### src/rtl/core/cwg_pkg.sv
// ----------------------------------------------------------------------------
// Clipped rectangle window command generator package
// Shared types, register indexes, link word slots and reset values.
// ----------------------------------------------------------------------------
package cwg_pkg;

	localparam int unsigned PANEL_WIDTH_DEF  = 176;
	localparam int unsigned PANEL_HEIGHT_DEF = 220;

	localparam int unsigned CFG_INDEX_W = 8;
	localparam int unsigned CFG_DATA_W  = 8;

	localparam logic [7:0] COLUMN_SET_RST   = 8'd42;
	localparam logic [7:0] PAGE_SET_RST     = 8'd43;
	localparam logic [7:0] MEMORY_WRITE_RST = 8'd44;

	typedef enum logic [CFG_INDEX_W-1:0] {
		REG_ROTATION     = 8'd0,
		REG_COLUMN_SET   = 8'd1,
		REG_PAGE_SET     = 8'd2,
		REG_MEMORY_WRITE = 8'd3
	} cwg_reg_t;

	typedef enum logic [1:0] {
		ROT_0   = 2'd0,
		ROT_90  = 2'd1,
		ROT_180 = 2'd2,
		ROT_270 = 2'd3
	} cwg_rot_t;

	typedef enum logic [3:0] {
		SLOT_CASET    = 4'd0,
		SLOT_XS_HI    = 4'd1,
		SLOT_XS_LO    = 4'd2,
		SLOT_XE_HI    = 4'd3,
		SLOT_XE_LO    = 4'd4,
		SLOT_PASET    = 4'd5,
		SLOT_YS_HI    = 4'd6,
		SLOT_YS_LO    = 4'd7,
		SLOT_YE_HI    = 4'd8,
		SLOT_YE_LO    = 4'd9,
		SLOT_RAMWR    = 4'd10
	} cwg_slot_t;

	typedef struct packed {
		logic signed [15:0] rect_x;
		logic signed [15:0] rect_y;
		logic signed [15:0] rect_w;
		logic signed [15:0] rect_h;
	} cwg_req_t;

	typedef struct packed {
		logic        is_data;
		logic [7:0]  out_byte;
		logic [15:0] pixel_count;
		logic        last;
	} cwg_word_t;

endpackage

### src/rtl/core/clipped_rect_window_command_gen_core.sv
// ----------------------------------------------------------------------------
// Clipped rectangle window command generator
// Clips a signed rectangle to the rotated screen and emits the window setup
// link words for the panel.
// ----------------------------------------------------------------------------
// Each accepted rectangle that is not empty and not wholly off screen produces
// eleven link words: column-set command, four column bytes, page-set command,
// four page bytes and the memory-write command, which carries the pixel count
// and the last flag. Dropped rectangles produce nothing. When the block is
// empty, a request passes through the request register, the clipped window
// register and the panel window register, from which its first word is presented.
// The output sequencer sends one word per cycle while out_ready is high, so a
// rectangle occupies it for eleven words; the two stages ahead of it can each
// hold one more request while it is busy. Configuration writes are always
// accepted and should only be issued while the block is idle.

module clipped_rect_window_command_gen_core #(
	parameter int unsigned PANEL_WIDTH  = cwg_pkg::PANEL_WIDTH_DEF,
	parameter int unsigned PANEL_HEIGHT = cwg_pkg::PANEL_HEIGHT_DEF
) (
	input  logic                               clk,
	input  logic                               arst_n,
	input  logic                               in_valid,
	output logic                               in_ready,
	input  cwg_pkg::cwg_req_t                  in_data,
	output logic                               out_valid,
	input  logic                               out_ready,
	output cwg_pkg::cwg_word_t                 out_data,
	input  logic                               cfg_valid,
	output logic                               cfg_ready,
	input  logic [cwg_pkg::CFG_INDEX_W-1:0]    cfg_index,
	input  logic [cwg_pkg::CFG_DATA_W-1:0]     cfg_data
);

	localparam logic [7:0] PW       = 8'(PANEL_WIDTH);
	localparam logic [7:0] PH       = 8'(PANEL_HEIGHT);
	localparam logic [7:0] PW_LAST  = 8'(PANEL_WIDTH - 1);
	localparam logic [7:0] PH_LAST  = 8'(PANEL_HEIGHT - 1);

	cwg_pkg::cwg_rot_t  rotation_q;
	logic [7:0]         column_set_q;
	logic [7:0]         page_set_q;
	logic [7:0]         memory_write_q;

	logic               valid_s1;
	cwg_pkg::cwg_req_t  req_s1;

	logic               valid_s2;
	logic [7:0]         x0_s2;
	logic [7:0]         x1_s2;
	logic [7:0]         y0_s2;
	logic [7:0]         y1_s2;

	logic               valid_s3;
	logic [7:0]         px0_s3;
	logic [7:0]         px1_s3;
	logic [7:0]         py0_s3;
	logic [7:0]         py1_s3;
	logic [15:0]        count_s3;
	cwg_pkg::cwg_slot_t slot_q;

	logic               free_s1;
	logic               free_s2;
	logic               free_s3;

	logic [7:0]         lw;
	logic [7:0]         lh;
	logic signed [17:0] x_e;
	logic signed [17:0] y_e;
	logic signed [17:0] w_e;
	logic signed [17:0] h_e;
	logic signed [17:0] x2_e;
	logic signed [17:0] y2_e;
	logic signed [17:0] lw_e;
	logic signed [17:0] lh_e;
	logic               keep;
	logic [7:0]         x0_c;
	logic [7:0]         x1_c;
	logic [7:0]         y0_c;
	logic [7:0]         y1_c;

	logic [7:0]         cw;
	logic [7:0]         ch;
	logic [15:0]        count_c;
	logic [7:0]         px0_c;
	logic [7:0]         px1_c;
	logic [7:0]         py0_c;
	logic [7:0]         py1_c;

	assign cfg_ready = 1'b1;

	always_ff @(posedge clk or negedge arst_n) begin
		if (!arst_n) begin
			rotation_q     <= cwg_pkg::ROT_0;
			column_set_q   <= cwg_pkg::COLUMN_SET_RST;
			page_set_q     <= cwg_pkg::PAGE_SET_RST;
			memory_write_q <= cwg_pkg::MEMORY_WRITE_RST;
		end else if (cfg_valid) begin
			case (cfg_index)
				cwg_pkg::REG_ROTATION:     rotation_q     <= cwg_pkg::cwg_rot_t'(cfg_data[1:0]);
				cwg_pkg::REG_COLUMN_SET:   column_set_q   <= cfg_data;
				cwg_pkg::REG_PAGE_SET:     page_set_q     <= cfg_data;
				cwg_pkg::REG_MEMORY_WRITE: memory_write_q <= cfg_data;
				default: ;
			endcase
		end
	end

	// A stage is free when it is empty or its content moves on in this cycle.
	assign free_s3  = !valid_s3 || (out_ready && (slot_q == cwg_pkg::SLOT_RAMWR));
	assign free_s2  = !valid_s2 || free_s3;
	assign free_s1  = !valid_s1 || free_s2;
	assign in_ready = free_s1;

	always_ff @(posedge clk or negedge arst_n) begin
		if (!arst_n) begin
			valid_s1 <= 1'b0;
		end else if (free_s1) begin
			valid_s1 <= in_valid;
		end
	end

	always_ff @(posedge clk) begin
		if (free_s1 && in_valid) begin
			req_s1 <= in_data;
		end
	end

	// Clipping against the logical screen, with edges kept exact in 18 bits.
	always_comb begin
		lw   = rotation_q[0] ? PH : PW;
		lh   = rotation_q[0] ? PW : PH;
		x_e  = {{2{req_s1.rect_x[15]}}, req_s1.rect_x};
		y_e  = {{2{req_s1.rect_y[15]}}, req_s1.rect_y};
		w_e  = {{2{req_s1.rect_w[15]}}, req_s1.rect_w};
		h_e  = {{2{req_s1.rect_h[15]}}, req_s1.rect_h};
		x2_e = x_e + w_e - 18'sd1;
		y2_e = y_e + h_e - 18'sd1;
		lw_e = signed'({10'd0, lw});
		lh_e = signed'({10'd0, lh});
		keep = (w_e > 18'sd0) && (h_e > 18'sd0) && (x_e < lw_e) && (y_e < lh_e)
			&& (x2_e >= 18'sd0) && (y2_e >= 18'sd0);
		x0_c = x_e[17] ? 8'd0 : x_e[7:0];
		y0_c = y_e[17] ? 8'd0 : y_e[7:0];
		x1_c = (x2_e >= lw_e) ? (lw - 8'd1) : x2_e[7:0];
		y1_c = (y2_e >= lh_e) ? (lh - 8'd1) : y2_e[7:0];
	end

	always_ff @(posedge clk or negedge arst_n) begin
		if (!arst_n) begin
			valid_s2 <= 1'b0;
		end else if (free_s2) begin
			valid_s2 <= valid_s1 && keep;
		end
	end

	always_ff @(posedge clk) begin
		if (free_s2 && valid_s1) begin
			x0_s2 <= x0_c;
			x1_s2 <= x1_c;
			y0_s2 <= y0_c;
			y1_s2 <= y1_c;
		end
	end

	// Mapping of the clipped window to panel coordinates and pixel count.
	always_comb begin
		cw      = x1_s2 - x0_s2 + 8'd1;
		ch      = y1_s2 - y0_s2 + 8'd1;
		count_c = {8'd0, cw} * {8'd0, ch};
		case (rotation_q)
			cwg_pkg::ROT_90: begin
				px0_c = PW_LAST - y1_s2;
				px1_c = PW_LAST - y0_s2;
				py0_c = x0_s2;
				py1_c = x1_s2;
			end
			cwg_pkg::ROT_180: begin
				px0_c = PW_LAST - x1_s2;
				px1_c = PW_LAST - x0_s2;
				py0_c = PH_LAST - y1_s2;
				py1_c = PH_LAST - y0_s2;
			end
			cwg_pkg::ROT_270: begin
				px0_c = y0_s2;
				px1_c = y1_s2;
				py0_c = PH_LAST - x1_s2;
				py1_c = PH_LAST - x0_s2;
			end
			default: begin
				px0_c = x0_s2;
				px1_c = x1_s2;
				py0_c = y0_s2;
				py1_c = y1_s2;
			end
		endcase
	end

	always_ff @(posedge clk or negedge arst_n) begin
		if (!arst_n) begin
			valid_s3 <= 1'b0;
			slot_q   <= cwg_pkg::SLOT_CASET;
		end else if (free_s3) begin
			valid_s3 <= valid_s2;
			slot_q   <= cwg_pkg::SLOT_CASET;
		end else if (out_ready) begin
			slot_q <= cwg_pkg::cwg_slot_t'(slot_q + 4'd1);
		end
	end

	always_ff @(posedge clk) begin
		if (free_s3 && valid_s2) begin
			px0_s3   <= px0_c;
			px1_s3   <= px1_c;
			py0_s3   <= py0_c;
			py1_s3   <= py1_c;
			count_s3 <= count_c;
		end
	end

	assign out_valid = valid_s3;

	always_comb begin
		out_data.is_data     = 1'b1;
		out_data.out_byte    = 8'd0;
		out_data.pixel_count = 16'd0;
		out_data.last        = 1'b0;
		case (slot_q)
			cwg_pkg::SLOT_CASET: begin
				out_data.is_data  = 1'b0;
				out_data.out_byte = column_set_q;
			end
			cwg_pkg::SLOT_XS_LO: out_data.out_byte = px0_s3;
			cwg_pkg::SLOT_XE_LO: out_data.out_byte = px1_s3;
			cwg_pkg::SLOT_PASET: begin
				out_data.is_data  = 1'b0;
				out_data.out_byte = page_set_q;
			end
			cwg_pkg::SLOT_YS_LO: out_data.out_byte = py0_s3;
			cwg_pkg::SLOT_YE_LO: out_data.out_byte = py1_s3;
			cwg_pkg::SLOT_RAMWR: begin
				out_data.is_data     = 1'b0;
				out_data.out_byte    = memory_write_q;
				out_data.pixel_count = count_s3;
				out_data.last        = 1'b1;
			end
			default: ;
		endcase
	end

endmodule
### config.mk
export PLATFORM = sky130hd
export DESIGN_NAME = clipped_rect_window_command_gen_core
export DESIGN_NICKNAME = d
export VERILOG_FILES = /design/src/rtl/core/cwg_pkg.sv /design/src/rtl/core/clipped_rect_window_command_gen_core.sv
export SDC_FILE = /design/constraint.sdc
export NUM_CORES = 1
export LEC_CHECK = 0
export BUFFER_PORTS_ARGS = -buffer_cell sky130_fd_sc_hd__buf_4
export CAP_MARGIN = 20
export CORE_MARGIN = 8
export CORE_UTILIZATION = 45
export CTS_CLUSTER_DIAMETER = 50
export DETAILED_ROUTE_END_ITERATION = 7
export PLACE_DENSITY = 0.66
export SLEW_MARGIN = 20
export SYNTH_ARGS = -nofsm -noshare
export SYNTH_HDL_FRONTEND = slang
export SYNTH_SLANG_ARGS = --single-unit
### constraint.sdc
create_clock -name clk -period 9.5 [get_ports clk]
set_clock_uncertainty 0.2 [all_clocks]
set_input_delay 0.95 -clock clk [delete_from_list [all_inputs] [get_ports clk]]
set_output_delay 0.95 -clock clk [all_outputs]
set_load 0.05 [all_outputs]
== After elaboration in Yosys (flattened, before gate mapping) ==
Index checks and enable logic that the tools add are counted.

* Register bits after elaboration: 177
* Latch bits: 0
* Bits in writable memories: 0
* Memory bits (read-only): 0
* Input port bits: 85
* Logic and storage cells: 98
* Memories kept: 0

* $add $sub $neg: 19
* $mul: 1
* Div/mod/pow operators: 0
* $lt $le $gt $ge: 8
* Eq/ne operators: 12
* Shifts and indexed selects: 0
* Muxes and demuxes: 13
* Bitwise operators: 0
* Reductions and logical operators: 24

{| class="wikitable"
|+ Operators by type and width
! cell !! number
|-
| $pmux 8 s3 || 4
|-
| $sub 8x8->8 const A || 8
|-
| $pmux 8 s7 || 1
|-
| $ge 18x1->1 const B || 2
|-
| $ge 18x9->1 || 2
|-
| $sub 17x2->18 const B || 2
|-
| $add 16x16->17 || 2
|-
| $gt 16x1->1 const B || 2
|-
| $lt 16x9->1 || 2
|-
| $mux 17 || 1
|-
| $add 8x1->8 const B || 2
|-
| $eq 8x2->1 const B || 2
|-
| $mul 8x8->16 || 1
|-
| $mux 8 || 2
|-
| $sub 8x1->8 const B || 2
|-
| $sub 8x8->8 || 2
|-
| $mux 7 || 2
|-
| $eq 4x3->1 const B || 3
|-
| $logic_and 1x1->1 || 10
|-
| $eq 4x4->1 const B || 2
|-
| $eq 8x1->1 const B || 1
|-
| $logic_not 8->1 || 1
|-
| $mux 4 || 2
|-
| $reduce_and 2->1 || 4
|-
| 10 further kinds || 15
|}

== Longest topological paths before layout ==
Gate-level depths: netlist of run 1.

* Word-level depth: 7
* Gate-level depth with buffers: 26
* Mapped depth without buffers: 26

== Worst setup path after synthesis of run 1 ==
No wires, ideal clock.

* Path kind: register -> register
* Start point: register y0_s2[1]
* End point: register count_s3[13], data pin
* Library setup time: 0.258 ns
* Arrival time: 5.668 ns
* Setup slack: 3.374 ns
* Cell stages (with the launch flop): 26
* Clock period less this slack: 6.126 ns
* Cells stage by stage: edfxtp_1 ha_1 inv_1 ha_1 fa_1 a21oi_1 nor2_1 nor2_1 o21bai_1 a21oi_1 xnor2_1 nand2b_1 fa_1 fa_1 inv_1 fa_1 inv_1 fa_1 inv_1 ha_1 o21ai_0 nand2b_1 a31o_2 a41oi_1 nor2b_1 xnor2_1

* Cells in the longest elaborated chain, start to end: 3

{| class="wikitable"
|+ Ends and longest elaborated chain
! what !! line !! text
|-
| from (decl) || clipped_rect_window_command_gen_core.sv:51 || <nowiki>logic [7:0] y0_s2;</nowiki>
|-
| from (signal assigned) || clipped_rect_window_command_gen_core.sv:161 || <nowiki>y0_s2 <= y0_c;</nowiki>
|-
| $sub 8x8->8 || clipped_rect_window_command_gen_core.sv:169 || <nowiki>ch = y1_s2 - y0_s2 + 8'd1;</nowiki>
|-
| $add 8x1->8 || clipped_rect_window_command_gen_core.sv:169 ||
|-
| $mul 8x8->16 || clipped_rect_window_command_gen_core.sv:170 || <nowiki>count_c = {8'd0, cw} * {8'd0, ch};</nowiki>
|-
| named net count_c[13] || clipped_rect_window_command_gen_core.sv:84 || <nowiki>logic [15:0] count_c;</nowiki>
|-
| to (signal assigned) || clipped_rect_window_command_gen_core.sv:217 || <nowiki>count_s3 <= count_c;</nowiki>
|-
| to (decl) || clipped_rect_window_command_gen_core.sv:59 || <nowiki>logic [15:0] count_s3;</nowiki>
|}

The timed path passes the listed nets, and every way through them passes these cells.
A chain may end at the register's enable or synchronous reset.

== Worst setup path in the final report of run 1 ==
Same ends and word-level chain as after synthesis.

==> impl_metrics.tcl, run 1 <==
set metrics [dict create \
    status "completed" \
    dieWidth_um 188 \
    track_usage 0.167 \
    cts_hold_buffers 0 \
    dp_hpwl_um 23600 \
    wl_met2_um 13700 \
    cp_max_fo 8 \
    regMostFlops "req_s1" \
    maxCapViolations 0 \
    yosys-top-cells-area "edfxtp_1, ha_1, inv_1" \
    crit_top_cell "fa_1" \
    cp.required_ps 9480 \
    drc 0 \
    critPathSlowestCell "fa_1" \
    setup_violations 0 \
    finalHoldViolCount 0 \
    start_kind "flop" \
    seq_area_frac_synth 0.390 \
    core_mm2 0.0293 \
    wirelength_um 29300 \
    synth.cell_area_mm2 0.0132 \
    dieArea_mm2 0.0352 \
    std_cell_rows 63 \
    maxSlewHeadroom 0.215 \
    cts_made_buffers 17 \
    highest_layer "met4" \
    met3_length_um 1640 \
    clkSinkCount 177 \
    clock_latency_ps 430 \
    tightest_slew_ps 1180 \
    fin_setup_tns_ps 0 \
    yosysWarnings 0 \
    period_needed_ps 6560 \
    grt_pass1_wl_um 48000 \
    criticalPathCategory "flop to flop" \
    postCtsSetupBuffers 0 \
    synth_enable_flop_cells 144 \
    synth_seq_cells 177 \
    maxSlewViolCount 0 \
    area_delta_synth_final_pct 13.4 \
    place.gp.congestion 0.877 \
    drt-met1-wl_um 13400 \
    synth_top_cell_by_area "edfxtp_1" \
    clockRootBuffer "clkbuf_16" \
    netlist.area_leader.share 0.327 \
    ys.flop_type "edfxtp_1" \
    ys_types 82 \
    antenna_cells 0 \
    avgSynthCellArea_um2 10.5 \
    grt_overflow_total 0 \
    cp-end-kind "flop" \
    postRouteAntennaNets 0 \
    grt_start_max_net_pins 65 \
    drtIter0Drc 619 \
    slowest_delay_ps 540 \
    clkTransAtPathRegs_ps 60 \
    grt_pass1_vias 9508 \
    fp.dieH_um 188 \
    rsz0062_at_grt "no" \
    ctsResizeCount 0 \
    first_pass_iters 5 \
    drive_above_1_share 0.163 \
    cts_tree "built" \
    clockBufferDepth 2 \
    h-tree-depth 4 \
    io_pins 114 \
    synthCells 1264 \
    antenna_found_initial 0 \
    synthesis.nets 1537 \
    nets 1641 \
    arrival_ps 6550 \
    timing.fmax_mhz 152 \
    hp-class "input port to asynchronous set/reset pin" \
    vias_per_cell 5.29 \
    start_util 0.452 \
    largest_register_ffs 48 \
    routedWlPerCell_um 16.6 \
    vias 9352 \
    fin_crit_sh 0.691 \
    portBuffers 112 \
    synthArstFlopShare 0.186 \
]
path summary, 6_finish.rpt:
path | slack, ps | cells after the start | to | startpoint
worst min register to register | 310 | 1 | column_set_q[4] | column_set_q[4]
max in group asynchronous | 8480 | 1 | memory_write_q[5] | arst_n
min in group clk | 310 | 1 | column_set_q[4] | column_set_q[4]
worst max-delay path | 2940 | 25 | count_s3[13] | y0_s2[1]
worst max register to register | 2940 | 25 | count_s3[13] | y0_s2[1]
worst min-delay path | 260 | 1 | slot_q[0] | arst_n
per-layer routing:
layer / global-route usage / vias up
li1: - / 4616
met5: 0 / -
met1: 0.221 / 4451
met2: 0.274 / 249
met3: 0.0344 / 36
met4: 0.0503 / 0
worst max-delay path: cells and delay by family (launching register included):
kind	cells	cell delay, ps
fa+ha+maj	8	3380
xor+xnor	2	280
simple gates	5	790
flops	1	410
buf+inv	4	190
compound gates	6	1070
cell usage after synthesis, types with 4 or more instances:
cell and instances:
inv_1 218, ha_1 148, edfxtp_1 144, nor2_1 99, a21oi_1 54, nand2_1 51
xnor2_1 43, fa_1 40, o21ai_0 36, mux2_2 31, mux2i_1 29, dfrtp_1 23
clkbuf_1 22, a21o_1 21, and3_1 20, xor2_1 19, nand3_1 17, nand2b_1 15
and2_1 13, nor2b_1 12, nand4_1 11, o21a_1 11, dfstp_2 10, mux4_2 10
nor3_1 10, nor4_1 10, a22oi_1 9, a211oi_1 8, o21bai_1 8, a22o_1 6
nand3b_1 6, or2_1 6, a222oi_1 5, a31oi_1 5, a221oi_1 4, a41oi_1 4
buf_2 4, nor3b_1 4, o211ai_1 4, o31ai_1 4, o32ai_1 4
through the flow:
stage          std cells  cell area [µm²]   util  hold WS, ps  worst slack, ps
3_3_place_gp        1739            14500  0.494          290             3090
5_1_grt             1769            15000  0.512          296             2520
6_report            1769            15000  0.512          263             2940
3_5_place_dp        1739            14500  0.494          295             2950
2_1_floorplan       1264            13200      -          277             3370
4_1_cts             1769            15000  0.512          268             2940
area by class of cell:
cell class | count | area (µm²)
fill | 2637 | 14300
multi-input combinational | 835 | 7110
sequential | 177 | 5160
timing repair buffer | 118 | 886
inverter | 219 | 822
tap | 390 | 488
clock buffer | 17 | 425
clock inverter | 13 | 115
cell usage in the layout (no fill, tap or decap), types with 29 or more instances in the layout:
cell / instances
mux2_2: 31
xnor2_1: 43
inv_1: 218
mux2i_1: 29
fa_1: 40
edfxtp_1: 144
nand2_1: 51
a21oi_1: 54
ha_1: 148
buf_4: 118
nor2_1: 99
o21ai_0: 36
kinds of logic after synthesis:
| logic type | after synthesis | synth area share |
|---|---|---|
| AND/OR/NAND/NOR | 290 | 0.109 |
| buffers and inverters | 252 | 0.0738 |
| AO/OA/AOI/OAI | 220 | 0.116 |
| adder cells (fa/ha/maj) | 188 | 0.200 |
| flip-flops | 177 | 0.390 |
| multiplexers | 74 | 0.0693 |
| XOR/XNOR | 62 | 0.0410 |
| other | 1 | 0.000283 |
Power of run 1 is left out: the tool's default activity adds up to more than one toggle a clock period on the data nets, which glitch-free logic cannot reach.
==> run 2, diff against run 1 <==
--- a/config.mk
+++ b/config.mk
@@ -11,7 +11,7 @@
 export CORE_UTILIZATION = 45
 export CTS_CLUSTER_DIAMETER = 50
 export DETAILED_ROUTE_END_ITERATION = 7
-export PLACE_DENSITY = 0.66
+export PLACE_DENSITY = 0.68
 export SLEW_MARGIN = 20
 export SYNTH_ARGS = -nofsm -noshare
 export SYNTH_HDL_FRONTEND = slang
==> constraint.sdc (replaced) <==
create_clock -name clk -period 6 [get_ports clk]
set_clock_uncertainty 0.2 [all_clocks]
set_input_delay 0.6 -clock clk [delete_from_list [all_inputs] [get_ports clk]]
set_output_delay 0.6 -clock clk [all_outputs]
set_load 0.05 [all_outputs]
==> impl_metrics.tcl, run 2 (synthesis results as in run 1) <==
set metrics [dict create \
    status "completed" \
    timing.fmax_mhz 174 \
    vias 9537 \
    critPathSlowestCell "fa_1" \
    routedWlPerCell_um 16.5 \
    grt_pass1_wl_um 48200 \
    clock_latency_ps 440 \
    drc 0 \
    largest_register_ffs 48 \
    regMostFlops "req_s1" \
    critPathBufInv 4 \
    portBuffers 112 \
    vias_per_cell 5.30 \
    maxSlewViolCount 0 \
    clockRootBuffer "clkbuf_16" \
    layout_common_cells "inv_1, buf_4, ha_1, edfxtp_1, nor2_1" \
    maxCapViolations 0 \
    gr-max-usage-layer "met2" \
    place_ws_ps -68.2 \
    nFillCells 2602 \
    track_usage 0.167 \
    cp-end-kind "flop" \
    finalHoldViolCount 0 \
    crit_top_cell "fa_1" \
    dp_cells 1764 \
    start_util 0.452 \
    path_cells "inv_1 -> ha_1 -> ha_1 -> a21o_1 -> a21oi_2 -> buf_4 -> xnor2_2 -> nor2_2 -> fa_1 -> fa_1 -> inv_1 -> fa_1 -> fa_1 -> inv_1 -> ha_1 -> o21a_1 -> o21ai_2 -> nand2b_1 -> a31o_2 -> a41oi_2 -> nor2b_2 -> xnor2_1" \
    io_pins 114 \
    clkSinkCount 177 \
    antenna_found_initial 0 \
    cp_max_fo 5 \
    grt_overflow_total 0 \
    met1_usage 0.218 \
    wirelength_um 29600 \
    dieWidth_um 188 \
    criticalPathCategory "flop to flop" \
    dieArea_mm2 0.0352 \
    dp_hpwl_um 23400 \
    cts_made_buffers 17 \
    grt_use_met3 0.0325 \
    grt_start_max_net_pins 50 \
    nets 1670 \
    slowest_delay_ps 550 \
    timing.hold.ws_ps 141 \
    grt_util_met2 0.281 \
    fin_crit_sh 0.956 \
    period_needed_ps 5740 \
    grt_pass1_vias 9742 \
    core_mm2 0.0293 \
    place.gp.congestion 0.915 \
    start_kind "flop" \
    final_common_cell "inv_1" \
    rrSetupSlack_ps 260 \
    drive_above_1_share 0.202 \
    drtIter0Drc 691 \
    fp.dieH_um 188 \
    setup_violations 0 \
    h-tree-depth 4 \
    area_delta_synth_final_pct 16.6 \
    cp.required_ps 5990 \
    antenna_cells 0 \
    fin_ws_ps 262 \
    maxSlewHeadroom 0.290 \
    std_cell_rows 63 \
    fin_setup_tns_ps 0 \
    arrival_ps 5720 \
    cts_tree "built" \
    fin_cells 1800 \
    first_pass_iters 6 \
    hp-class "input port to flop" \
    crit_family "adder cells" \
    clkTransAtPathRegs_ps 70 \
    clockBufferDepth 2 \
    tightest_slew_ps 1060 \
    postRouteAntennaNets 0 \
]
[run 2: cell count changes in the layout (fill, tap and decap cells not counted), moves of 5 or more]
| cell | before | now |
|---|---|---|
| buf_4 | 118 | 146 |
| a21oi_2 | 1 | 9 |
| a21oi_1 | 54 | 46 |
| clkinv_8 | 0 | 5 |
[run 2: timing repair]
action,CTS,global route
pin swaps,2,23
hold buffers,1,0
hold endpoints to repair,23,0
resized for setup,4,20
endpoints found under the setup margin,3,6
buffers inserted,0,3
[run 2: metrics by stage]
step                       util  area, µm²
after floorplan               -      13300
after global placement    0.501      14700
after detailed placement  0.501      14700
after CTS                 0.523      15300
after global routing      0.526      15400
final                     0.526      15400
[run 2: area by class of cell]
cell class,instances,area [µm²],share of cell area
inverter,219,822,0.0533
clock buffer,17,425,0.0276
timing repair buffer,147,1110,0.0717
multi-input combinational,835,7260,0.470
sequential,177,5160,0.335
tap,390,488,0.0316
clock inverter,15,166,0.0108
[run 2: worst paths after layout]
path	to	start	depth (start not counted)
worst min-delay path	req_s1[43]	in_data[43]	1
worst min register to register	column_set_q[6]	column_set_q[6]	1
worst max register to register	count_s3[13]	y0_s2[2]	22
max in group asynchronous	column_set_q[3]	arst_n	2
worst max-delay path	count_s3[13]	y0_s2[2]	22
min in group asynchronous	slot_q[0]	arst_n	2
[run 2: metal layers]
| metal | routed length (µm) | up-vias |
|---|---|---|
| li1 | - | 4684 |
| met1 | 13300 | 4560 |
| met2 | 14300 | 262 |
| met3 | 1520 | 31 |
| met4 | 490 | 0 |
| met5 | 0 | - |
Power of run 2 is left out for the same reason.
